$ cat src/sv/drc_ram.sv
// Generic single-write, single-read RAM with registered read data.
module drc_ram #(
    parameter int WIDTH = 32,
    parameter int DEPTH = 16
) (
    input  logic                     clk,
    input  logic                     we,
    input  logic [$clog2(DEPTH)-1:0] waddr,
    input  logic [WIDTH-1:0]         wdata,
    input  logic [$clog2(DEPTH)-1:0] raddr,
    output logic [WIDTH-1:0]         rdata
);

    logic [WIDTH-1:0] mem [DEPTH];
    logic [WIDTH-1:0] rdata_reg;

    always_ff @(posedge clk)
    begin
        if (we)
        begin
            mem[waddr] <= wdata;
        end
        rdata_reg <= mem[raddr];
    end

    assign rdata = rdata_reg;

endmodule

$ cat config.mk
export PLATFORM = sky130hd
export DESIGN_NAME = drc_ram
export DESIGN_NICKNAME = d
export VERILOG_FILES = /design/src/sv/drc_ram.sv
export SDC_FILE = /design/constraint.sdc
export NUM_CORES = 1
export LEC_CHECK = 0
export ABC_AREA = 1
export CORE_MARGIN = 5
export CORE_UTILIZATION = 45
export DETAILED_ROUTE_END_ITERATION = 7
export DONT_BUFFER_PORTS = 1
export GPL_ROUTABILITY_DRIVEN = 0
export GPL_TIMING_DRIVEN = 1
export PLACE_DENSITY = 0.69
export SLEW_MARGIN = 20
export SYNTH_ARGS = -nofsm -noshare
export SYNTH_HDL_FRONTEND = slang
export SYNTH_SLANG_ARGS = --single-unit
$ cat constraint.sdc
create_clock -name clk -period 2.47 [get_ports clk]
set_input_delay 0.247 -clock clk [delete_from_list [all_inputs] [get_ports clk]]
set_output_delay 0.247 -clock clk [all_outputs]
set_load 0.03 [all_outputs]
# After elaboration in Yosys (flattened, before gate mapping)
# Memories as Yosys holds them, arrays and structs flattened. A register that Yosys moved wholly into a read port is not among the register bits.
# Cells that the tools add are included.
[word_totals]
ff_bits = 0
latch_bits = 0
ram_bits = 512
romBits = 0
word_cells = 3
memories = 1
[memory_table]
columns = ["memory", "depth", "word_bits", "rd", "rd_clocked_by_memory_dff", "wr", "line_no", "text"]
rows = [
  ["mem", 16, 32, 1, 1, 1, "14", "logic [WIDTH-1:0] mem [DEPTH];"],
]
[op_classes]
addsub = 0
multipliers = 0
div = 0
magnitude_cmp = 0
n_eq_ne = 0
shifts = 0
muxes = 2
bitwise_logic = 0
reduce_logical = 0
[op_table]
columns = ["cell", "count"]
rows = [
  ["1-bit 2-to-1 mux", 2],
]

# Logic depth before layout (Yosys ltp)
# Gate-level depths: netlist of run 1.
[logic_depth]
depth_word = 2
depth_mapped = 10
depth_no_buf = 7

# Worst setup path before layout of run 1
# Ideal clock, no wire load.
[synth_path]
path_type = "input -> register"
start = "input waddr[2]"
end = "memory mem[10][0], enable pin"
setup_ps = 421
t_arrival_ps = 1819
t_required_ps = 2049
slack_ps = 230
stages = 2
n_path_buf = 0
cell_sequence = "nand3b_1 -> nor2_1"
[synth_lines]
columns = ["element", "line_no", "text"]
rows = [
  ["start: declaration", "8", "input logic [$clog2(DEPTH)-1:0] waddr,"],
  ["end: declaration", "14", ""],
]
# Straight into the memory's write port.

==> flow_summary_export.csv, run 1 <==
group,metric,value,unit
clocking,numCtsBuffers,54,
synthesis,synth_common_cells,"nand2_1 (677), edfxtp_1 (512), inv_1 (388), nand3_1 (385), buf_2 (41)",
worst_setup_path,cp_max_fo,257,
layout,final_cells,2860,
synthesis,ys_types,15,
placement,place_area,23500,um^2
timing,fmax,437,MHz
synthesis,ys_ff_latch,544,
clocking,post_cts_resized,0,
hold_path,holdCritStartpoint,"raddr[1]",
grt,grt_max_degree,258,
synthesis,yosysTopAreaCellShare,67.6,%
route,ant_nets,0,
layout,syn_to_final_growth,13.5,%
worst_setup_path,r2r-start,"mem[7][21]",
grt,grt_antenna_before_repair,2,
layout,multi_input_area,4670,um^2
pwr,pwr-share-clk,42.2,%
timing,fin_tns_setup,0,ps
layout,fin_area,25800,um^2
placement,port_buffers,0,
timing,fin_hold_ws,31.5,ps
pwr,vdd_drop_max,0.450,mV
layout,fillers,4217,
floorplan,core-area,50100,um^2
placement,preCtsSetupSlack,843,ps
floorplan,io_pins,74,
worst_setup_path,cp-start-kind,"input pin",
pwr,seq_power_share,52.7,%
synthesis,syn_avg_cell_area,10.7,um^2
clocking,cts_buffer_depth,3,
layout,ff_latch_area,16000,um^2
timing,skew,9.85,ps
hold_path,hp-class,"in -> reg",
run_status,status,"complete, no violations",
synthesis,synthMuxAreaShare,0,%
synthesis,synth_seq_area_share,70.5,%
synthesis,synth_fa_ha_area_share,0,%
worst_setup_path,cp-startpoint,"raddr[0]",
layout,layout-drive-gt1-share,6.36,%
route,num_vias,14600,
grt,grt_overflow,0,
synthesis,ys.flop_type,"edfxtp_1",
synthesis,synthArstFlopShare,0,%
timing,grt_setup_unrepaired,"false",
synthesis,synth_area_leaders,"edfxtp_1 (68%), nand2_1 (11%), nand3_1 (8.5%), inv_1 (6.4%), dfxtp_1 (2.8%)",
synthesis,synth_edf_count,512,
synthesis,synthSimpleGateAreaFrac,20.0,%
timing,period_needed,2290,ps
synthesis,synth_compound_area_share,0,%
timing,setup_viol,0,
grt,grt_pass1_vias,14000,
pwr,finalPower,20.0,mW
flow_run,maxCapViolCount,0,
pwr,p_leak,10.8,nW
pwr,share_comb_of_total_power,5.2,%
synthesis,synth_fp_nets,2162,
synthesis,yosysTopAreaCell,"edfxtp_1",
worst_setup_path,endpoint_kind,"flip-flop",
layout,nets,2183,
synthesis,yosysMostFrequentCell,"nand2_1",
worst_setup_path,crit_type,"in -> reg",
route,routed_wl,53.1,mm
pwr,power.density,774,nW/um^2
route,drt-initial-drc-count,1430,
pwr,p_sw,4.25,mW
timing,timing_hold_violations_final,0,
worst_setup_path,cp.arrival,2820,ps
floorplan,design.die.area,55100,um^2
layout,final_core_util,51.5,%
route,wl_per_cell,18.6,um
pwr,swShare,21.3,%
layout,largest_register_ffs,512,
clocking,htreeDepth,2,
timing,drv_slew,0,
timing,worst_pin_slew,1110,ps
floorplan,die_h,235,um
worst_setup_path,cp.required,3000,ps
timing,period_share,92.7,%
placement,hpwl,24.0,mm
placement,placed_cells,2716,
route,drc_errors,0,
clocking,cts_hold_buf,41,
synthesis,synth_top_family_by_area,"simple AND/OR/NAND/NOR gates",
pwr,p_int,15.7,mW
floorplan,core.rowCount,82,
synthesis,netlist_instances,2120,
clocking,cts.sinks,544,
timing,setup_slack,179,ps
synthesis,netlist_area,22700,um^2
timing,relSlewSlack,26.1,%
route,viasPerCell,5.10,
grt,grt_pass1_wl,80.7,mm
clocking,clock-root-buffer,"clkbuf_16",
synthesis,synth_xor_area_share,0,%
floorplan,start_util,45.4,%
clocking,cts_tree,"yes",
synthesis,ys.warnings.count,0,
route,dr.pass1.iters,5,
grt,grtUsageTotal,18.7,%
clocking,clock_latency,580,ps
clocking,cts_setup_buffers,0,
clocking,cts.clk_slew.worst_paths,60,ps
floorplan,die_x,235,um
==> worst paths after layout <==
path	to	slack [ps]	cells after the start
worst max-delay path	rdata[21]	180	10
worst min-delay path	rdata[6]	30	4
worst max register to register	rdata[21]	480	8
worst min register to register	rdata[19]	660	6
==> per-layer routing <==
| layer | track usage (%) | vias up | share of wire (%) |
|---|---|---|---|
| met5 | 0 | - | 0.021 |
| met4 | 5.57 | 2 | 2.7 |
| met3 | 3.13 | 120 | 7.9 |
| met2 | 30.7 | 596 | 47 |
| met1 | 26.1 | 6970 | 42 |
| li1 | - | 6889 | - |
==> power groups by stage <==
stage	Sequential, mW	Clock [mW]	Combinational, mW
global placement	10.7	0	0.759
global route	10.5	8.95	1.15
finish	10.5	8.43	1.03
floorplan	10.7	0	0.704
detailed placement	10.7	0	0.784
CTS	10.5	8.55	1.03
==> placed cells by master (no fill, tap or decap), types with 8 or more instances in the layout <==
cell type and instances:
clkbuf_16 57, buf_4 8, nand2_1 677, nor2_4 16, clkinv_2 13, dfxtp_1 32
clkbuf_8 12, clkbuf_1 11, dlygate4sd3_1 38, edfxtp_1 512, inv_1 386, buf_12 21
nand3_1 385
==> cell type report <==
type,count,area share [%]
diodes,1,0.00970
clock buffers,80,6.33
clock inverters,22,0.911
inverters,390,5.70
multi-input cells,1081,18.1
flip-flops and latches,544,62.1
well taps,672,3.26
repair buffers,70,3.66
==> logic make-up after synthesis <==
| family | count (synthesis) |
|---|---|
| and+or+nand+nor | 1081 |
| DFF | 544 |
| buffers and inverters | 495 |
==> worst max-delay path, cell delays in order <==
cell,delay (ps)
inv_6,470
buf_12,370
nand2_1,100
nand2_1,70
nand2_1,50
nand3_1,70
dlygate4sd3_1,550
nand3_1,70
dlygate4sd3_1,580
nand2_1,60
Power figures use the tool's default switching activity.
==> run 2, diff against run 1 <==
Settings changed: PLACE_DENSITY 0.69 to 0.63.
==> run 2 against run 1 <==
Maximum frequency shrank 5.5%. Clock skew increased by 10 ps. Sequential cell count unchanged. Largest power group unchanged. Power down 0.83%. Clock-buffer cell count is 4 higher. Critical path depth fell by 1. Cell area down 0.59%. Register-to-register slack hardly changed. Hold slack worse by 15 ps.
==> flow_summary_export.csv, run 2 (synthesis results as in run 1) <==
group,metric,value,unit
layout,final_cell_mix,"nand2_1 (677), edfxtp_1 (512), inv_1 (386)",
grt,grtUsageTotal,18.3,%
pwr,p_leak,10.7,nW
floorplan,design.die.area,55100,um^2
pwr,vdd_drop_max,0.601,mV
route,routed_wl,51.4,mm
floorplan,core-area,50100,um^2
layout,n_antenna_cell,0,
placement,placed_cells,2718,
clocking,cts_buffer_depth,3,
placement,port_buffers,0,
worst_setup_path,cp.arrival,2920,ps
layout,ff_latch_area,16000,um^2
layout,largest_register_ffs,512,
hold_path,holdPathStages,4,
worst_setup_path,cp_slowest_cell,"dlygate4sd3_1",
timing,fin_tns_setup,0,ps
route,num_vias,14300,
route,drc_errors,0,
worst_setup_path,rrSetupSlack,490,ps
clocking,cts.clk_slew.worst_paths,60,ps
layout,final_common_cell,"nand2_1",
worst_setup_path,crit_type,"in -> reg",
clocking,cts.sinks,544,
route,wl_per_cell,17.9,um
timing,grt_setup_unrepaired,"false",
pwr,power.density,773,nW/um^2
worst_setup_path,cp_common_cell,"nand3_1",
timing,period_needed,2420,ps
route,drt-initial-drc-count,1281,
run_status,status,"complete, no violations",
clocking,numCtsBuffers,56,
floorplan,die_h,235,um
worst_setup_path,endpoint_kind,"flip-flop",
placement,hpwl,25.1,mm
floorplan,die_x,235,um
route,dr.pass1.iters,5,
timing,fmax,413,MHz
grt,grt_max_degree,258,
hold_path,worstHoldEndpoint,"rdata[2]",
worst_setup_path,rr_endpoint,"rdata[18]",
timing,drv_slew,0,
clocking,cts_tree,"yes",
flow_run,maxCapViolCount,0,
floorplan,core.rowCount,82,
worst_setup_path,path_delay_family,"buffers and inverters",
worst_setup_path,cp_slowest_stage_delay,570,ps
floorplan,io_pins,74,
timing,skew,20.1,ps
worst_setup_path,cp.required,2970,ps
layout,layout-drive-gt1-share,6.38,%
timing,setup_viol,0,
layout,multi_input_area,4670,um^2
clocking,htreeDepth,2,
worst_setup_path,r2r-start,"mem[9][18]",
layout,syn_to_final_growth,12.9,%
route,viasPerCell,4.98,
worst_setup_path,cp_max_fo,257,
worst_setup_path,worstPathCellList,"inv_6 -> buf_12 -> nand2_1 -> nand3_1 -> nand3_1 -> dlygate4sd3_1 -> nand3_1 -> dlygate4sd3_1 -> nand2_1",
timing,worst_pin_slew,912,ps
clocking,clock-root-buffer,"clkbuf_16",
layout,final_cells,2867,
timing,period_share,98.1,%
grt,grt_antenna_before_repair,2,
clocking,clock_latency,600,ps
grt,grt_pass1_vias,13900,
timing,relSlewSlack,39.2,%
worst_setup_path,cp-start-kind,"input pin",
grt,grt_overflow,0,
hold_path,hp-class,"in -> reg",
hold_path,holdCritStartpoint,"raddr[1]",
layout,nets,2189,
layout,fillers,4372,
timing,timing_hold_violations_final,0,
route,ant_nets,0,
floorplan,start_util,45.4,%
worst_setup_path,cp_num_buf_inv,4,
worst_setup_path,reg2reg_depth,8,
grt,grt_pass1_wl,79.6,mm
==> run 2: cell types whose count changed in the layout (fill, tap and decap cells not counted), moves of 3 or more <==
cell,previous run,this run
clkbuf_1,11,19
inv_6,2,5
clkbuf_8,12,8
clkinv_1,4,1
clkinvlp_4,0,6
buf_4,8,21
clkinv_2,13,6
buf_12,21,11
==> run 2: worst max path at each step <==
stage          cells past startpoint     start          end  slack [ps]
2_1_floorplan                      2  waddr[2]   mem[10][0]         230
3_3_place_gp                       3        we  mem[15][14]         730
3_5_place_dp                       3        we  mem[15][13]         700
4_1_cts                            9  raddr[0]    rdata[14]         420
5_1_grt                           10  raddr[0]    rdata[14]         290
6_report                           9  raddr[0]    rdata[14]          50
==> run 2: timing repair <==
action	in CTS	in global routing
resized for setup	0	0
hold buffers	43	0
endpoints found under the hold margin	544	0
setup buffers	0	0
==> run 2: where the power goes <==
group | leakage (nW) | total, mW | internal [mW] | switching (mW)
Clock | 0.877 | 8.28 | 4.83 | 3.45
Combinational | 4.96 | 1.02 | 0.319 | 0.701
Sequential | 4.90 | 10.5 | 10.3 | 0.195
Total | 10.7 | 19.8 | 15.5 | 4.35
==> run 2: metrics by stage <==
stage | power, mW | utilization, % | cell area [um^2] | setup slack (ps) | hold WS (ps)
6_report | 19.8 | 51.2 | 25700 | 46.3 | 16.4
4_1_cts | 20.0 | 51.2 | 25700 | 418 | 0.523
3_5_place_dp | 11.5 | 46.6 | 23400 | 704 | 347
3_3_place_gp | 11.5 | 46.6 | 23400 | 732 | 347
5_1_grt | 20.5 | 51.2 | 25700 | 295 | 26.2
2_1_floorplan | 11.4 | - | 22700 | 230 | 346
==> run 2: area by class of cell <==
type,count,area share (%)
sequential,544,62.4
multi-input combinational,1081,18.2
clock buffer,84,6.27
inverter,390,5.73
tap,672,3.28
timing repair buffer,74,3.25
clock inverter,22,0.863
==> run 2: layer usage <==
metal  up-vias  track usage (%)  part of all wire (%)
li1       6896                -                     -
met1      6958             25.1                    44
met2       344             30.4                    48
met3        89             3.03                   5.4
met4         4             5.24                   2.1
met5         -                0                 0.049
==> run 2: tightest hold or removal path: cells and delay by family <==
kind | cells | cell delay (ps)
simple gates | 4 | 320
==> run 3, diff against run 2 <==
Settings changed: ABC_AREA 1 to default.
==> run 3 against run 2 <==
Combinational power decreased by 30%. Register-to-register slack better by 620 ps. Power is 2.8% lower. Sequential cell count did not move.
==> flow_summary_export.csv, run 3 <==
group,metric,value,unit
run_status,status,"complete, no violations",
floorplan,die_x,220,um
placement,placed_cells,1410,
clocking,numCtsBuffers,54,
worst_setup_path,cp-start-kind,"flip-flop",
layout,n_antenna_cell,0,
floorplan,core-area,43900,um^2
synthesis,ys.warnings.count,0,
clocking,cts.clk_slew.worst_paths,60,ps
synthesis,synth_fp_nets,880,
route,dr.pass1.iters,5,
floorplan,die_h,220,um
timing,fin_tns_setup,0,ps
layout,fin_area,23000,um^2
clocking,cts_hold_buf,34,
synthesis,netlist_instances,838,
layout,layout-drive-gt1-share,26.9,%
timing,relSlewSlack,33.7,%
synthesis,synth_edf_count,512,
grt,grt_pass1_wl,58.6,mm
synthesis,syn_avg_cell_area,23.7,um^2
timing,skew,14.2,ps
layout,final_cell_mix,"edfxtp_1 (512), mux4_2 (128), a22oi_1 (64)",
clocking,htreeDepth,2,
route,drt-initial-drc-count,728,
synthesis,ys_types,18,
synthesis,ys.flop_type,"edfxtp_1",
hold_path,holdCritStartpoint,"raddr[2]",
clocking,clock_latency,580,ps
worst_setup_path,crit_type,"reg -> out",
layout,syn_to_final_growth,15.8,%
placement,hpwl,19.1,mm
clocking,post_cts_resized,0,
grt,grt_overflow,0,
layout,final_cells,1545,
floorplan,start_util,45.2,%
timing,fmax,698,MHz
timing,timing_hold_violations_final,0,
layout,final_common_cell,"edfxtp_1",
route,wl_per_cell,25.0,um
hold_path,hp-class,"in -> reg",
clocking,cts_buffer_depth,3,
worst_setup_path,r2r-start,"mem[3][0]",
pwr,vdd_drop_max,0.539,mV
worst_setup_path,cp.arrival,1190,ps
timing,period_share,58.0,%
route,drc_errors,0,
route,viasPerCell,5.55,
floorplan,design.die.area,48400,um^2
timing,grt_setup_unrepaired,"false",
timing,setup_viol,0,
worst_setup_path,cp.required,2220,ps
grt,grt_pass1_vias,9231,
timing,drv_slew,0,
floorplan,core.rowCount,77,
placement,port_buffers,0,
grt,grt_antenna_before_repair,1,
worst_setup_path,cp_max_fo,1,
worst_setup_path,cp-startpoint,"rdata[30]",
timing,period_needed,1430,ps
clocking,cts_tree,"yes",
flow_run,maxCapViolCount,0,
layout,fillers,3438,
route,ant_nets,0,
synthesis,yosysTopAreaCell,"edfxtp_1",
synthesis,yosysTopAreaCellShare,77.4,%
synthesis,ys_ff_latch,544,
pwr,power.density,838,nW/um^2
route,num_vias,8574,
synthesis,synth_seq_area_share,80.7,%
pwr,p_leak,7.20,nW
synthesis,synthArstFlopShare,0,%
floorplan,io_pins,74,
timing,worst_pin_slew,995,ps
grt,grtUsageTotal,16.4,%
layout,largest_register_ffs,512,
synthesis,synth_area_leaders,"edfxtp_1 (77%), mux4_2 (15%), dfxtp_1 (3.2%), a22oi_1 (2.4%), nand2_1 (0.62%)",
timing,fin_hold_ws,29.1,ps
synthesis,synth_common_cells,"edfxtp_1 (512), mux4_2 (128), a22oi_1 (64), nand2_1 (33), dfxtp_1 (32)",
clocking,clock-root-buffer,"clkbuf_16",
route,routed_wl,38.6,mm
synthesis,netlist_area,19900,um^2
layout,nets,950,
clocking,cts.sinks,544,
clocking,cts_setup_buffers,0,
synthesis,yosysMostFrequentCell,"edfxtp_1",
worst_setup_path,endpoint_kind,"output port",
placement,place_area,20900,um^2
grt,grt_max_degree,129,
[run 3: report_power, final]
part,internal [mW],total [mW],switching (mW)
clock network,4.69,8.04,3.35
registers,10.3,10.5,0.194
logic,0.345,0.718,0.372
total,15.4,19.3,3.91
[run 3: area by class of cell]
type	count	area, um^2	share of cell area [%]
sequential	544	16000	69.7
multi-input combinational	251	3770	16.4
clock buffer	68	1460	6.33
tap	592	741	3.22
timing repair buffer	57	706	3.07
clock inverter	33	299	1.30
[run 3: layer usage]
| metal | up-vias | routed length (um) | track usage [%] |
|---|---|---|---|
| li1 | 3713 | - | - |
| met1 | 4587 | 17900 | 24.6 |
| met2 | 216 | 17900 | 25.0 |
| met3 | 56 | 2180 | 3.27 |
| met4 | 2 | 666 | 4.45 |
| met5 | - | 7 | 0 |
[run 3: through the flow]
| step | total power, mW | util, % | setup slack, ps |
|---|---|---|---|
| 2_1_floorplan | 11.2 | - | -85.0 |
| 3_3_place_gp | 11.3 | 47.5 | 798 |
| 3_5_place_dp | 11.3 | 47.5 | 757 |
| 4_1_cts | 19.5 | 52.3 | 1000 |
| 5_1_grt | 19.9 | 52.3 | 992 |
| 6_report | 19.3 | 52.3 | 1040 |
[run 3: final timing paths]
kind	to	slack, ps	cells past startpoint
setup / recovery	rdata[30]	1040	0
hold / removal	rdata[28]	30	3
setup reg to reg	rdata[0]	1110	3
hold reg to reg	rdata[28]	660	3
[run 3: logic make-up (layout without fill, tap and decap cells)]
family,count (synthesis),after routing,share of synthesized area (%)
buffers and inverters,43,158,1.12
muxes,128,128,14.5
AOI/OAI and AO/OA,64,64,2.42
DFF,544,544,80.7
and+or+nand+nor,59,59,1.27
